### config.mk
export PLATFORM = sky130hd
export DESIGN_NAME = disk_block_allocator_core
export DESIGN_NICKNAME = d
export VERILOG_FILES = /design/src/rtl/core/dba_pkg.sv /design/src/rtl/core/disk_block_allocator_core.sv /design/src/rtl/core/dba_ram.sv /design/src/rtl/core/dba_engine.sv
export SDC_FILE = /design/constraint.sdc
export NUM_CORES = 2
export LEC_CHECK = 0
export BUFFER_PORTS_ARGS = -buffer_cell sky130_fd_sc_hd__buf_2
export CAP_MARGIN = 10
export CORE_MARGIN = 3
export CORE_UTILIZATION = 58
export CTS_CLUSTER_SIZE = 25
export DETAILED_ROUTE_END_ITERATION = 10
export PLACE_DENSITY = 0.73
export REMOVE_ABC_BUFFERS = 1
export SYNTH_ARGS = -nofsm -noshare
export SYNTH_HDL_FRONTEND = slang
export SYNTH_SLANG_ARGS = --single-unit
### constraint.sdc
create_clock -name i_clk -period 11.25 [get_ports i_clk]
set_clock_uncertainty 0.1 [all_clocks]
set_input_delay 2.8125 -clock i_clk [delete_from_list [all_inputs] [get_ports i_clk]]
set_output_delay 2.8125 -clock i_clk [all_outputs]
set_load 0.03 [all_outputs]
### src/rtl/core/dba_pkg.sv
// dba_pkg: shared constants, codes, engine result type and the
// first-free bit finder for the disk block allocator.
// No dependencies.
`default_nettype none

package dba_pkg;

    localparam int MAX_BLOCKS = 1024;
    localparam int SCAN_WIDTH = 32;
    localparam int ROWS       = MAX_BLOCKS / SCAN_WIDTH;
    localparam int ROW_W      = $clog2(ROWS);
    localparam int ROWS_W     = $clog2(ROWS + 1);
    localparam int BIT_W      = $clog2(SCAN_WIDTH);

    localparam int BLK_W      = 10;
    localparam int CNT_W      = 11;
    localparam int BYTES_W    = 17;
    localparam int BYTE_CNT_W = 32;
    localparam int PROD_W     = CNT_W + BYTES_W;
    localparam int CFG_IDX_W  = 2;
    localparam int CFG_W      = 17;

    localparam logic [BYTES_W-1:0] BLOCK_BYTES_RESET = BYTES_W'(512);
    localparam logic [CNT_W-1:0]   BLOCK_COUNT_RESET = CNT_W'(1024);

    localparam logic [CFG_IDX_W-1:0] CFG_BLOCK_BYTES = CFG_IDX_W'(0);
    localparam logic [CFG_IDX_W-1:0] CFG_BLOCK_COUNT = CFG_IDX_W'(1);

    typedef enum logic [1:0] {
        CMD_ALLOC = 2'd0,
        CMD_FREE  = 2'd1,
        CMD_QUERY = 2'd2,
        CMD_NONE  = 2'd3
    } t_cmd;

    typedef enum logic [1:0] {
        ST_OK           = 2'd0,
        ST_NO_SPACE     = 2'd1,
        ST_ALREADY_FREE = 2'd2,
        ST_RANGE        = 2'd3
    } t_status;

    typedef struct packed {
        logic             done;
        logic             query;
        logic [BLK_W-1:0] granted;
        t_status          status;
    } t_eng_res;

    function automatic logic [BIT_W-1:0] first_set(input logic [SCAN_WIDTH-1:0] v);
        logic [BIT_W-1:0] idx;
        idx = '0;
        for (int k = SCAN_WIDTH - 1; k >= 0; k--) begin
            if (v[k]) begin
                idx = BIT_W'(k);
            end
        end
        return idx;
    endfunction

endpackage

`default_nettype wire

### src/rtl/core/disk_block_allocator_core.sv
// disk_block_allocator_core: first-fit disk block allocator top level.
// Allocate: busy through a fetch state and one scan state per row searched; not busy with no blocks.
// Free: busy through fetch and check states; query, out-of-range free, unknown command: not busy.
// Result strobe follows the engine by one output register; receiver cannot stall.
// Synchronous active-low reset: all blocks free, block_bytes 512, block_count 1024.
// Depends on dba_pkg and dba_engine.
`default_nettype none

module disk_block_allocator_core (
    input  logic                           i_clk,
    input  logic                           i_rst_n,
    input  logic                           i_start,
    output logic                           o_busy,
    input  logic [1:0]                     i_cmd,
    input  logic [dba_pkg::BLK_W-1:0]      i_block_number,
    input  logic [dba_pkg::BYTE_CNT_W-1:0] i_byte_count,
    input  logic                           i_cfg_we,
    input  logic [dba_pkg::CFG_IDX_W-1:0]  i_cfg_idx,
    input  logic [dba_pkg::CFG_W-1:0]      i_cfg_data,
    output logic                           o_done,
    output logic [dba_pkg::BLK_W-1:0]      o_granted_block,
    output logic [1:0]                     o_status,
    output logic                           o_space_ok
);
    import dba_pkg::*;

    logic [BYTES_W-1:0]    r_block_bytes;
    logic [CNT_W-1:0]      r_block_count;
    logic [BYTE_CNT_W-1:0] r_byte_count;
    logic [PROD_W-1:0]     r_have;
    logic                  r_done;
    logic [BLK_W-1:0]      r_granted;
    t_status               r_status;
    logic                  r_space;

    logic [CNT_W-1:0] w_live;
    logic [CNT_W-1:0] w_cfg_count;
    logic [CNT_W-1:0] w_clear_count;
    logic             w_clear;
    logic [CNT_W-1:0] w_free;
    logic             w_accept;
    t_eng_res         w_res;

    assign w_live = (r_block_count > CNT_W'(MAX_BLOCKS)) ? CNT_W'(MAX_BLOCKS)
                                                         : r_block_count;
    assign w_cfg_count   = i_cfg_data[CNT_W-1:0];
    assign w_clear_count = (w_cfg_count > CNT_W'(MAX_BLOCKS)) ? CNT_W'(MAX_BLOCKS)
                                                              : w_cfg_count;
    assign w_clear  = i_cfg_we && (i_cfg_idx == CFG_BLOCK_COUNT);
    assign w_accept = i_start && !o_busy;

    dba_engine u_engine (
        .i_clk          (i_clk),
        .i_rst_n        (i_rst_n),
        .i_start        (w_accept),
        .i_cmd          (i_cmd),
        .i_block_number (i_block_number),
        .i_live         (w_live),
        .i_clear        (w_clear),
        .i_clear_count  (w_clear_count),
        .o_busy         (o_busy),
        .o_free_blocks  (w_free),
        .o_res          (w_res)
    );

    always_ff @(posedge i_clk) begin
        if (!i_rst_n) begin
            r_block_bytes <= BLOCK_BYTES_RESET;
            r_block_count <= BLOCK_COUNT_RESET;
            r_done        <= 1'b0;
        end else begin
            if (i_cfg_we && (i_cfg_idx == CFG_BLOCK_BYTES)) begin
                r_block_bytes <= i_cfg_data[BYTES_W-1:0];
            end
            if (w_clear) begin
                r_block_count <= w_cfg_count;
            end
            r_done <= w_res.done;
        end
    end

    // free byte total, tracked every cycle; also latches the request byte count and the engine result
    always_ff @(posedge i_clk) begin
        r_have <= PROD_W'(w_free) * PROD_W'(r_block_bytes);
        if (w_accept) begin
            r_byte_count <= i_byte_count;
        end
        if (w_res.done) begin
            r_granted <= w_res.granted;
            r_status  <= w_res.status;
            r_space   <= w_res.query && (BYTE_CNT_W'(r_have) >= r_byte_count);
        end
    end

    assign o_done          = r_done;
    assign o_granted_block = r_granted;
    assign o_status        = r_status;
    assign o_space_ok      = r_space;

`ifndef SYNTHESIS
    a_free_le_live: assert property (@(posedge i_clk) disable iff (!i_rst_n)
        w_free <= w_live)
        else $error("free count above live block count");

    a_accept_moves: assert property (@(posedge i_clk) disable iff (!i_rst_n)
        w_accept |=> (o_busy || w_res.done))
        else $error("accepted beat neither busy nor finished");

    a_done_idle: assert property (@(posedge i_clk) disable iff (!i_rst_n)
        w_res.done |-> !o_busy)
        else $error("engine finished while still busy");
`endif

endmodule

`default_nettype wire

### src/rtl/core/dba_ram.sv
// dba_ram: generic single write port, single read port RAM with
// registered read data. No dependencies.
`default_nettype none

module dba_ram #(
    parameter int WIDTH = 32,
    parameter int DEPTH = 32
) (
    input  logic                     i_clk,
    input  logic                     i_we,
    input  logic [$clog2(DEPTH)-1:0] i_waddr,
    input  logic [WIDTH-1:0]         i_wdata,
    input  logic [$clog2(DEPTH)-1:0] i_raddr,
    output logic [WIDTH-1:0]         o_rdata
);

    logic [WIDTH-1:0] r_mem [DEPTH];
    logic [WIDTH-1:0] r_rdata;

    always_ff @(posedge i_clk) begin
        if (i_we) begin
            r_mem[i_waddr] <= i_wdata;
        end
        r_rdata <= r_mem[i_raddr];
    end

    assign o_rdata = r_rdata;

endmodule

`default_nettype wire

### src/rtl/core/dba_engine.sv
// dba_engine: request sequencer over the used-mark RAM, row valid bits
// and free block count. Scans one mark row per cycle for allocate.
// Depends on dba_pkg and dba_ram.
`default_nettype none

module dba_engine (
    input  logic                      i_clk,
    input  logic                      i_rst_n,
    input  logic                      i_start,
    input  logic [1:0]                i_cmd,
    input  logic [dba_pkg::BLK_W-1:0] i_block_number,
    input  logic [dba_pkg::CNT_W-1:0] i_live,
    input  logic                      i_clear,
    input  logic [dba_pkg::CNT_W-1:0] i_clear_count,
    output logic                      o_busy,
    output logic [dba_pkg::CNT_W-1:0] o_free_blocks,
    output dba_pkg::t_eng_res         o_res
);
    import dba_pkg::*;

    typedef enum logic [3:0] {
        S_IDLE  = 4'b0001,
        S_FETCH = 4'b0010,
        S_SCAN  = 4'b0100,
        S_CHECK = 4'b1000
    } t_state;

    t_state            r_state, n_state;
    logic [ROW_W-1:0]  r_ptr, n_ptr;
    logic [BIT_W-1:0]  r_bit, n_bit;
    logic              r_is_free, n_is_free;
    logic [ROWS-1:0]   r_valid, n_valid;
    logic [CNT_W-1:0]  r_free, n_free;
    t_eng_res          r_res, n_res;

    logic [ROWS_W-1:0]     w_words;
    logic [CNT_W-1:0]      w_rem;
    logic [SCAN_WIDTH-1:0] w_rdata;
    logic [SCAN_WIDTH-1:0] w_word;
    logic [SCAN_WIDTH-1:0] w_beyond;
    logic [SCAN_WIDTH-1:0] w_zero;
    logic                  w_hit;
    logic                  w_last;
    logic [BIT_W-1:0]      w_k;
    logic                  w_we;
    logic [SCAN_WIDTH-1:0] w_wdata;
    logic [ROW_W-1:0]      w_raddr;

    dba_ram #(
        .WIDTH (SCAN_WIDTH),
        .DEPTH (ROWS)
    ) u_marks (
        .i_clk   (i_clk),
        .i_we    (w_we),
        .i_waddr (r_ptr),
        .i_wdata (w_wdata),
        .i_raddr (w_raddr),
        .o_rdata (w_rdata)
    );

    assign w_words = ROWS_W'((i_live + CNT_W'(SCAN_WIDTH - 1)) >> BIT_W);
    assign w_rem   = i_live - CNT_W'({r_ptr, {BIT_W{1'b0}}});
    assign w_word  = r_valid[r_ptr] ? w_rdata : '0;

    always_comb begin
        for (int k = 0; k < SCAN_WIDTH; k++) begin
            w_beyond[k] = CNT_W'(k) >= w_rem;
        end
    end

    assign w_zero = ~(w_word | w_beyond);
    assign w_hit  = |w_zero;
    assign w_k    = first_set(w_zero);
    assign w_last = (ROWS_W'(r_ptr) + ROWS_W'(1)) == w_words;

    always_comb begin
        n_state   = r_state;
        n_ptr     = r_ptr;
        n_bit     = r_bit;
        n_is_free = r_is_free;
        n_valid   = r_valid;
        n_free    = r_free;
        n_res     = r_res;
        n_res.done = 1'b0;
        w_we      = 1'b0;
        w_wdata   = w_word;
        w_raddr   = r_ptr;

        case (r_state)
            S_IDLE: begin
                if (i_start) begin
                    n_res.query   = 1'b0;
                    n_res.granted = '0;
                    n_res.status  = ST_OK;
                    case (t_cmd'(i_cmd))
                        CMD_ALLOC: begin
                            if (w_words == '0) begin
                                n_res.done   = 1'b1;
                                n_res.status = ST_NO_SPACE;
                            end else begin
                                n_ptr     = '0;
                                n_is_free = 1'b0;
                                n_state   = S_FETCH;
                            end
                        end
                        CMD_FREE: begin
                            if (CNT_W'(i_block_number) >= i_live) begin
                                n_res.done   = 1'b1;
                                n_res.status = ST_RANGE;
                            end else begin
                                n_ptr     = i_block_number[BIT_W +: ROW_W];
                                n_bit     = i_block_number[BIT_W-1:0];
                                n_is_free = 1'b1;
                                n_state   = S_FETCH;
                            end
                        end
                        CMD_QUERY: begin
                            n_res.done  = 1'b1;
                            n_res.query = 1'b1;
                        end
                        default: begin
                            n_res.done = 1'b1;
                        end
                    endcase
                end
            end
            S_FETCH: begin
                n_state = r_is_free ? S_CHECK : S_SCAN;
            end
            S_SCAN: begin
                // prefetch the next row while this one is searched
                w_raddr = r_ptr + ROW_W'(1);
                if (w_hit) begin
                    w_we             = 1'b1;
                    w_wdata          = w_word | (SCAN_WIDTH'(1) << w_k);
                    n_valid[r_ptr]   = 1'b1;
                    if (r_free != '0) begin
                        n_free = r_free - CNT_W'(1);
                    end
                    n_res.done    = 1'b1;
                    n_res.granted = BLK_W'({r_ptr, w_k});
                    n_state       = S_IDLE;
                end else if (w_last) begin
                    n_res.done   = 1'b1;
                    n_res.status = ST_NO_SPACE;
                    n_state      = S_IDLE;
                end else begin
                    n_ptr = r_ptr + ROW_W'(1);
                end
            end
            S_CHECK: begin
                if (!w_word[r_bit]) begin
                    n_res.status = ST_ALREADY_FREE;
                end else begin
                    w_we           = 1'b1;
                    w_wdata        = w_word & ~(SCAN_WIDTH'(1) << r_bit);
                    n_valid[r_ptr] = 1'b1;
                    n_free         = r_free + CNT_W'(1);
                end
                n_res.done = 1'b1;
                n_state    = S_IDLE;
            end
            default: begin
                n_state = S_IDLE;
            end
        endcase

        if (i_clear) begin
            n_valid = '0;
            n_free  = i_clear_count;
        end
    end

    always_ff @(posedge i_clk) begin
        if (!i_rst_n) begin
            r_state   <= S_IDLE;
            r_ptr     <= '0;
            r_bit     <= '0;
            r_is_free <= 1'b0;
            r_valid   <= '0;
            r_free    <= CNT_W'(MAX_BLOCKS);
            r_res     <= '0;
        end else begin
            r_state   <= n_state;
            r_ptr     <= n_ptr;
            r_bit     <= n_bit;
            r_is_free <= n_is_free;
            r_valid   <= n_valid;
            r_free    <= n_free;
            r_res     <= n_res;
        end
    end

    assign o_busy        = r_state != S_IDLE;
    assign o_free_blocks = r_free;
    assign o_res         = r_res;

endmodule

`default_nettype wire

# Yosys cells after proc, flatten, opt, wreduce, memory -nomap -nowiden
# Memory sizes are Yosys's and may differ from the RTL's. A register that Yosys moved wholly into a read port is not among the register bits.
# Cells that the tools add are included.
# word_totals
output_inout_bits	15
memories	1
ram_bits	1024
word_cells	219
regBits	174
inputBits	67
# op_classes
n_mux	93
order_cmp	39
shift	2
eq_ne	25
bitwise	8
n_reduce_logical	26
multipliers	1
n_addsub	6
# memory_table
memory	words	width	rd	rd_ports_with_merged_regs	write_ports	line	text
u_engine.u_marks.r_mem	32	32	1	1	1	dba_ram.sv:17	logic [WIDTH-1:0] r_mem [DEPTH];
# ops
cell	n
$mux 5	38
$ge 5x11->1 const A	16
$mux 32	5
$pmux 32 s2	2
$or 32x32->32	3
$ge 4x11->1 const A	8
$mux 11	6
$not 32->32	2
$shl 1x5->32 const A	2
$ge 3x11->1 const A	4
$and 32x32->32	1
$ge 28x32->1	1
$reduce_or 32->1	1
$mul 11x17->28	1
$mux 4	6
$ge 1x11->1 const A	2
$ge 2x11->1 const A	2
$gt 11x11->1 const B	2
$pmux 11 s2	1
$pmux 10 s2	1
$pmux 5 s2	2
$mux 1	15
$reduce_and 5->1	3
$mux 14	1
44 further kinds	75

# Longest topological paths before layout
# depth
word_depth	42
depth_mapped	23
mapped_depth_nobuf	22

# Hierarchy
# A second synthesis with hierarchy kept.
# hier_totals
cells_unflattened	4199
area_unflattened_um2	57346.2
# by_module_without_submodules
mod	cells_each	seq_area_each_um2	instances	area_each_um2
dba_ram	2260	31390.1	1	40492.6
disk_block_allocator_core	1039	2492.4	1	9913.3
dba_engine	900	1441.4	1	6940.4

# Worst setup path before layout
# OpenSTA, ideal clock, no wires.
# synth_timing
path_type	flip-flop to flip-flop
start	register u_engine.r_free[4], in the netlist u_engine.o_free_blocks[4]
end	register r_have[27]
path_slack_ns	4.717
path_buffers	2
setup_time_ns	0.120
period_less_slack_ns	6.533
arrival_ns	6.313
stages_incl_launch_ff	23
t_required_ns	11.030
path_cell_list	dfxtp_1 > clkbuf_1 > buf_1 > nand2_1 > fa_1 > fa_1 > inv_1 > fa_1 > inv_1 > fa_1 > inv_1 > fa_1 > ha_1 > a21o_1 > a21oi_1 > or4b_2 > a31oi_1 > o21ai_0 > a41oi_1 > a21oi_1 > a41o_1 > o311a_1 > a211o_1
# synth_between
elab_chain_cells	1
# synth_lines
item	line	text
start, declared	dba_engine.sv:33	logic [CNT_W-1:0] r_free, n_free;
start signal, assigned	dba_engine.sv:181	r_free <= CNT_W'(MAX_BLOCKS);
start signal, assigned	dba_engine.sv:189	r_free <= n_free;
$mul 11x17->28	disk_block_allocator_core.sv:84	r_have <= PROD_W'(w_free) * PROD_W'(r_block_bytes);
end signal, assigned	disk_block_allocator_core.sv:84	
end, declared	disk_block_allocator_core.sv:30	logic [PROD_W-1:0] r_have;
# Every way passes these cells.
# A chain may end at the register's enable or synchronous reset.

# Worst setup path in the final report
# layout_timing
start	register u_engine.r_free[10], in the netlist u_engine.o_free_blocks[10]
end	register r_have[27]
# Same word-level chain as after synthesis.

==> results.md <==
* Core area at 93,900 um^2
* Buffer levels on the longest clock path at 3
* Gpl congestion at between 0.9 and 1
* Clock-pin slew on the worst setup and hold paths at 60 ps
* Max Cap Violations at 0
* Register-to-Register Path Depth at 20
* Pin count of the biggest net entering global routing at between 150 and 200
* Die height at about 310 um
* Root buf cell: clkbuf_16
* First-pass GRT wire length at roughly 210 mm
* Cell count after synthesis at approximately 3,400
* Post-CTS Setup Bufs at 0
* Leak at between 20 and 25 nW
* Worst-Margin Slew at approximately 1200 ps
* Synth Area per Inst at 16.5 um^2
* Ports at slightly above 80
* CTS tree: built
* Setup Viol. Count Final at 0
* Sequential Power Share at 0.452
* Comb pwr share at 0.196
* Share of cells above drive strength 1 at 0.227
* Final hold vios at 0
* Outcome: finished, final reports clean
* Top_reg_cell synth: edfxtp_1
* Top area cells in the synthesized netlist: edfxtp_1 (58%), mux4_2 (14%), dfxtp_1 (5.8%)
* Sw Pwr at 0.00325 W
* Reg2reg start: u_engine.o_free_blocks[10]
* Setup TNS at 0 ps
* Drt total wl at about 140 mm
* Remaining antenna violation count after routing at 0
* YS warnings at 0
* Post-synth top area share at 0.581
* Met2 usage at 0.477
* Layout net count at between 3,000 and 4,000
* Reg2reg setup slack at 4000 ps
* Hold Path End: o_granted_block[3]
* Total number of vias at around 31,000
* Gr usage total at 0.290
* CTS resizes at 0
* Critical Path Start Type: flip-flop
* # H-tree levels at 3
* Vias in the first global route at 32,000
* Flops & latches, synth at around 1,200
* Sequential element share of the synthesized area at 0.639
* F_max at ~140 MHz
* Hold Crit Depth at 0
* Power Density at ~190 nW/um^2
* DIE AREA at ~99,000 um^2
* EDFF count, synth at ~1,100
* Die X-Extent at 315 um
* Worst Path Arrival at around 7700 ps
* Sw Share at 0.272
* DR vias/cell at between 6 and 7
* Antenna violations before repair at 0
* Routing usage on met1 at 0.398
* DP HPWL at roughly 80 mm
* PortBufs at 81
* Reg area at between 30,000 and 40,000 um^2
* Slew headroom at 0.178
* Setup CP Type: flip-flop to flip-flop
* Hold_buf cts at 0
* Reg2Reg Capture Point: r_have[27]
* Starting Density at 0.589
* Worst Setup End Kind: flip-flop
* Routed len/inst at 29.3 um
* Area leader, netlist: edfxtp_1
* Async SR Flop Fraction at 0
* DRT Pass-1 Iters at 6
* Top Usage Layer GRT: met2
* Max-slew violation count at 0
* CTS Buf Count at 119
* Mapped Area at 55,300 um^2
* Hold Crit Class: flip-flop to flip-flop
* Latest clock arrival within the worst-skew pair at 740 ps
* Grt ovf at 0
* Peak VDD IR at around 0.15 mV
* Top-count cell post-synth: edfxtp_1
* Clock group share of total power at 0.351
* Worst Path Required at between 10,000 and 15,000 ps
* Min Tclk post-route at ~7300 ps
* Final period util at 0.645
* Synth-to-layout area growth at 11.9%
* # rows at ~110
* RSZ-0062 raised after global routing: false
* CTS sink count at between 1,000 and 1,500
* Residual DRC at 0
* Detailed Route Iter0 Violations at between 3,000 and 4,000
* Area of the multi-input gates at approximately 19,000 um^2
* CP max FO at 20
* Cell internal pwr at around 0.0087 W
* Hold Path Origin: u_engine.o_res[5]
* Post-synth top cells: edfxtp_1 (1,069), mux4_2 (334), nand2_1 (273)
* Synth cell types at 86
* Global routing usage on met3 at 0.0484
* Fillcell total at 6,247
* Hold slack at ~330 ps
## cell usage in the layout (no fill, tap or decap), types with 14 or more instances in the layout
cell,instances
a31oi_1,41
and2_1,82
mux2i_1,18
dfxtp_1,161
fa_1,136
clkinv_2,31
edfxtp_1,1069
mux4_2,334
inv_1,186
buf_4,68
clkbuf_16,121
nor3_1,24
xnor2_1,30
nand3_1,38
o21ai_0,48
ha_1,122
nor2b_1,21
bufinv_16,18
clkinv_1,14
nand2_1,273
a21o_1,25
nor2_4,32
nor2_1,117
a21oi_1,88
mux2_2,32
clkbuf_1,21
buf_2,81
nand2b_1,19
o211ai_1,28
## per-stage QoR
| step | util | power, W | instances | setup slack [ps] | cell area (um^2) |
|---|---|---|---|---|---|
| global route | 0.659 | 0.0124 | 4820 | 3660 | 61900 |
| floorplan | - | 0.00764 | 3179 | -4400 | 54600 |
| CTS | 0.658 | 0.0120 | 4812 | 4030 | 61800 |
| global placement | 0.613 | 0.00774 | 4584 | 4250 | 57500 |
| detailed placement | 0.613 | 0.00780 | 4584 | 4090 | 57500 |
| finish | 0.659 | 0.0119 | 4821 | 4000 | 61900 |
## metal layers
metal / wire (um) / share of wire
met1: 54600 / 0.39
met2: 69100 / 0.49
met3: 12100 / 0.085
met4: 5450 / 0.039
met5: 0 / 0
## power by group through the flow
| stage | registers [W] | logic [W] | clock network (W) |
|---|---|---|---|
| detailed placement | 0.00549 | 0.00231 | 0 |
| global placement | 0.00548 | 0.00226 | 0 |
| finish | 0.00540 | 0.00234 | 0.00420 |
| global route | 0.00541 | 0.00251 | 0.00444 |
| floorplan | 0.00539 | 0.00225 | 0 |
| CTS | 0.00539 | 0.00233 | 0.00426 |
## critical path, cell delays in order, from the launching register on
cell and delay [ps]:
dfxtp_1 760, nand2_1 170, fa_1 580, inv_1 60, fa_1 500, fa_1 550, inv_1 60, fa_1 550
inv_1 70, fa_1 470, ha_1 390, a21o_1 190, a21oi_1 150, or4b_2 630, a31oi_1 240, o21ai_0 230
a41oi_1 340, a21oi_1 210, a41o_1 330, o311a_1 310, a211o_1 250
## cells by family after synthesis
kind of cell | Yosys count | synth area share
adder cells (fa/ha/maj) | 259 | 0.0771
AO/OA/AOI/OAI | 396 | 0.0487
flip-flops | 1230 | 0.639
AND/OR/NAND/NOR | 680 | 0.0577
multiplexers | 384 | 0.146
XOR/XNOR | 40 | 0.00634
buffers and inverters | 365 | 0.0255
## area by class of cell
| class | instances | area share |
|---|---|---|
| diodes | 1 | 0.0000404 |
| clock buffers | 153 | 0.0526 |
| clock inverters | 75 | 0.0154 |
| inverters | 190 | 0.0115 |
| multi-input cells | 1759 | 0.307 |
| flip-flops and latches | 1230 | 0.571 |
| well taps | 1254 | 0.0254 |
| repair buffers | 159 | 0.0174 |
## registers in the layout (all words and copies together) (netlist names), 5 cells and up
register and count:
u_engine.u_marks.o_rdata 32, u_engine.r_valid 32, r_byte_count 32, u_engine.o_free_blocks 11
u_engine.r_ptr 5, u_engine.r_bit 5, u_engine.o_res 14, r_have 28
r_block_count 11, r_block_bytes 17, o_granted_block 10, u_engine.u_marks.r_mem 1024
## how the worst max path moves through the flow
stage / start / to / slack, ps / cells after the start
floorplan: u_engine.r_ptr[1] / u_engine.u_marks.o_rdata[0] / -4400 / 6
global placement: u_engine.o_free_blocks[4] / r_have[27] / 4250 / 20
detailed placement: u_engine.o_free_blocks[10] / r_have[27] / 4090 / 20
CTS: u_engine.o_free_blocks[10] / r_have[27] / 4030 / 20
global route: u_engine.o_free_blocks[9] / r_have[27] / 3660 / 20
finish: u_engine.o_free_blocks[10] / r_have[27] / 4000 / 20
(Power assumes the default switching activity.)
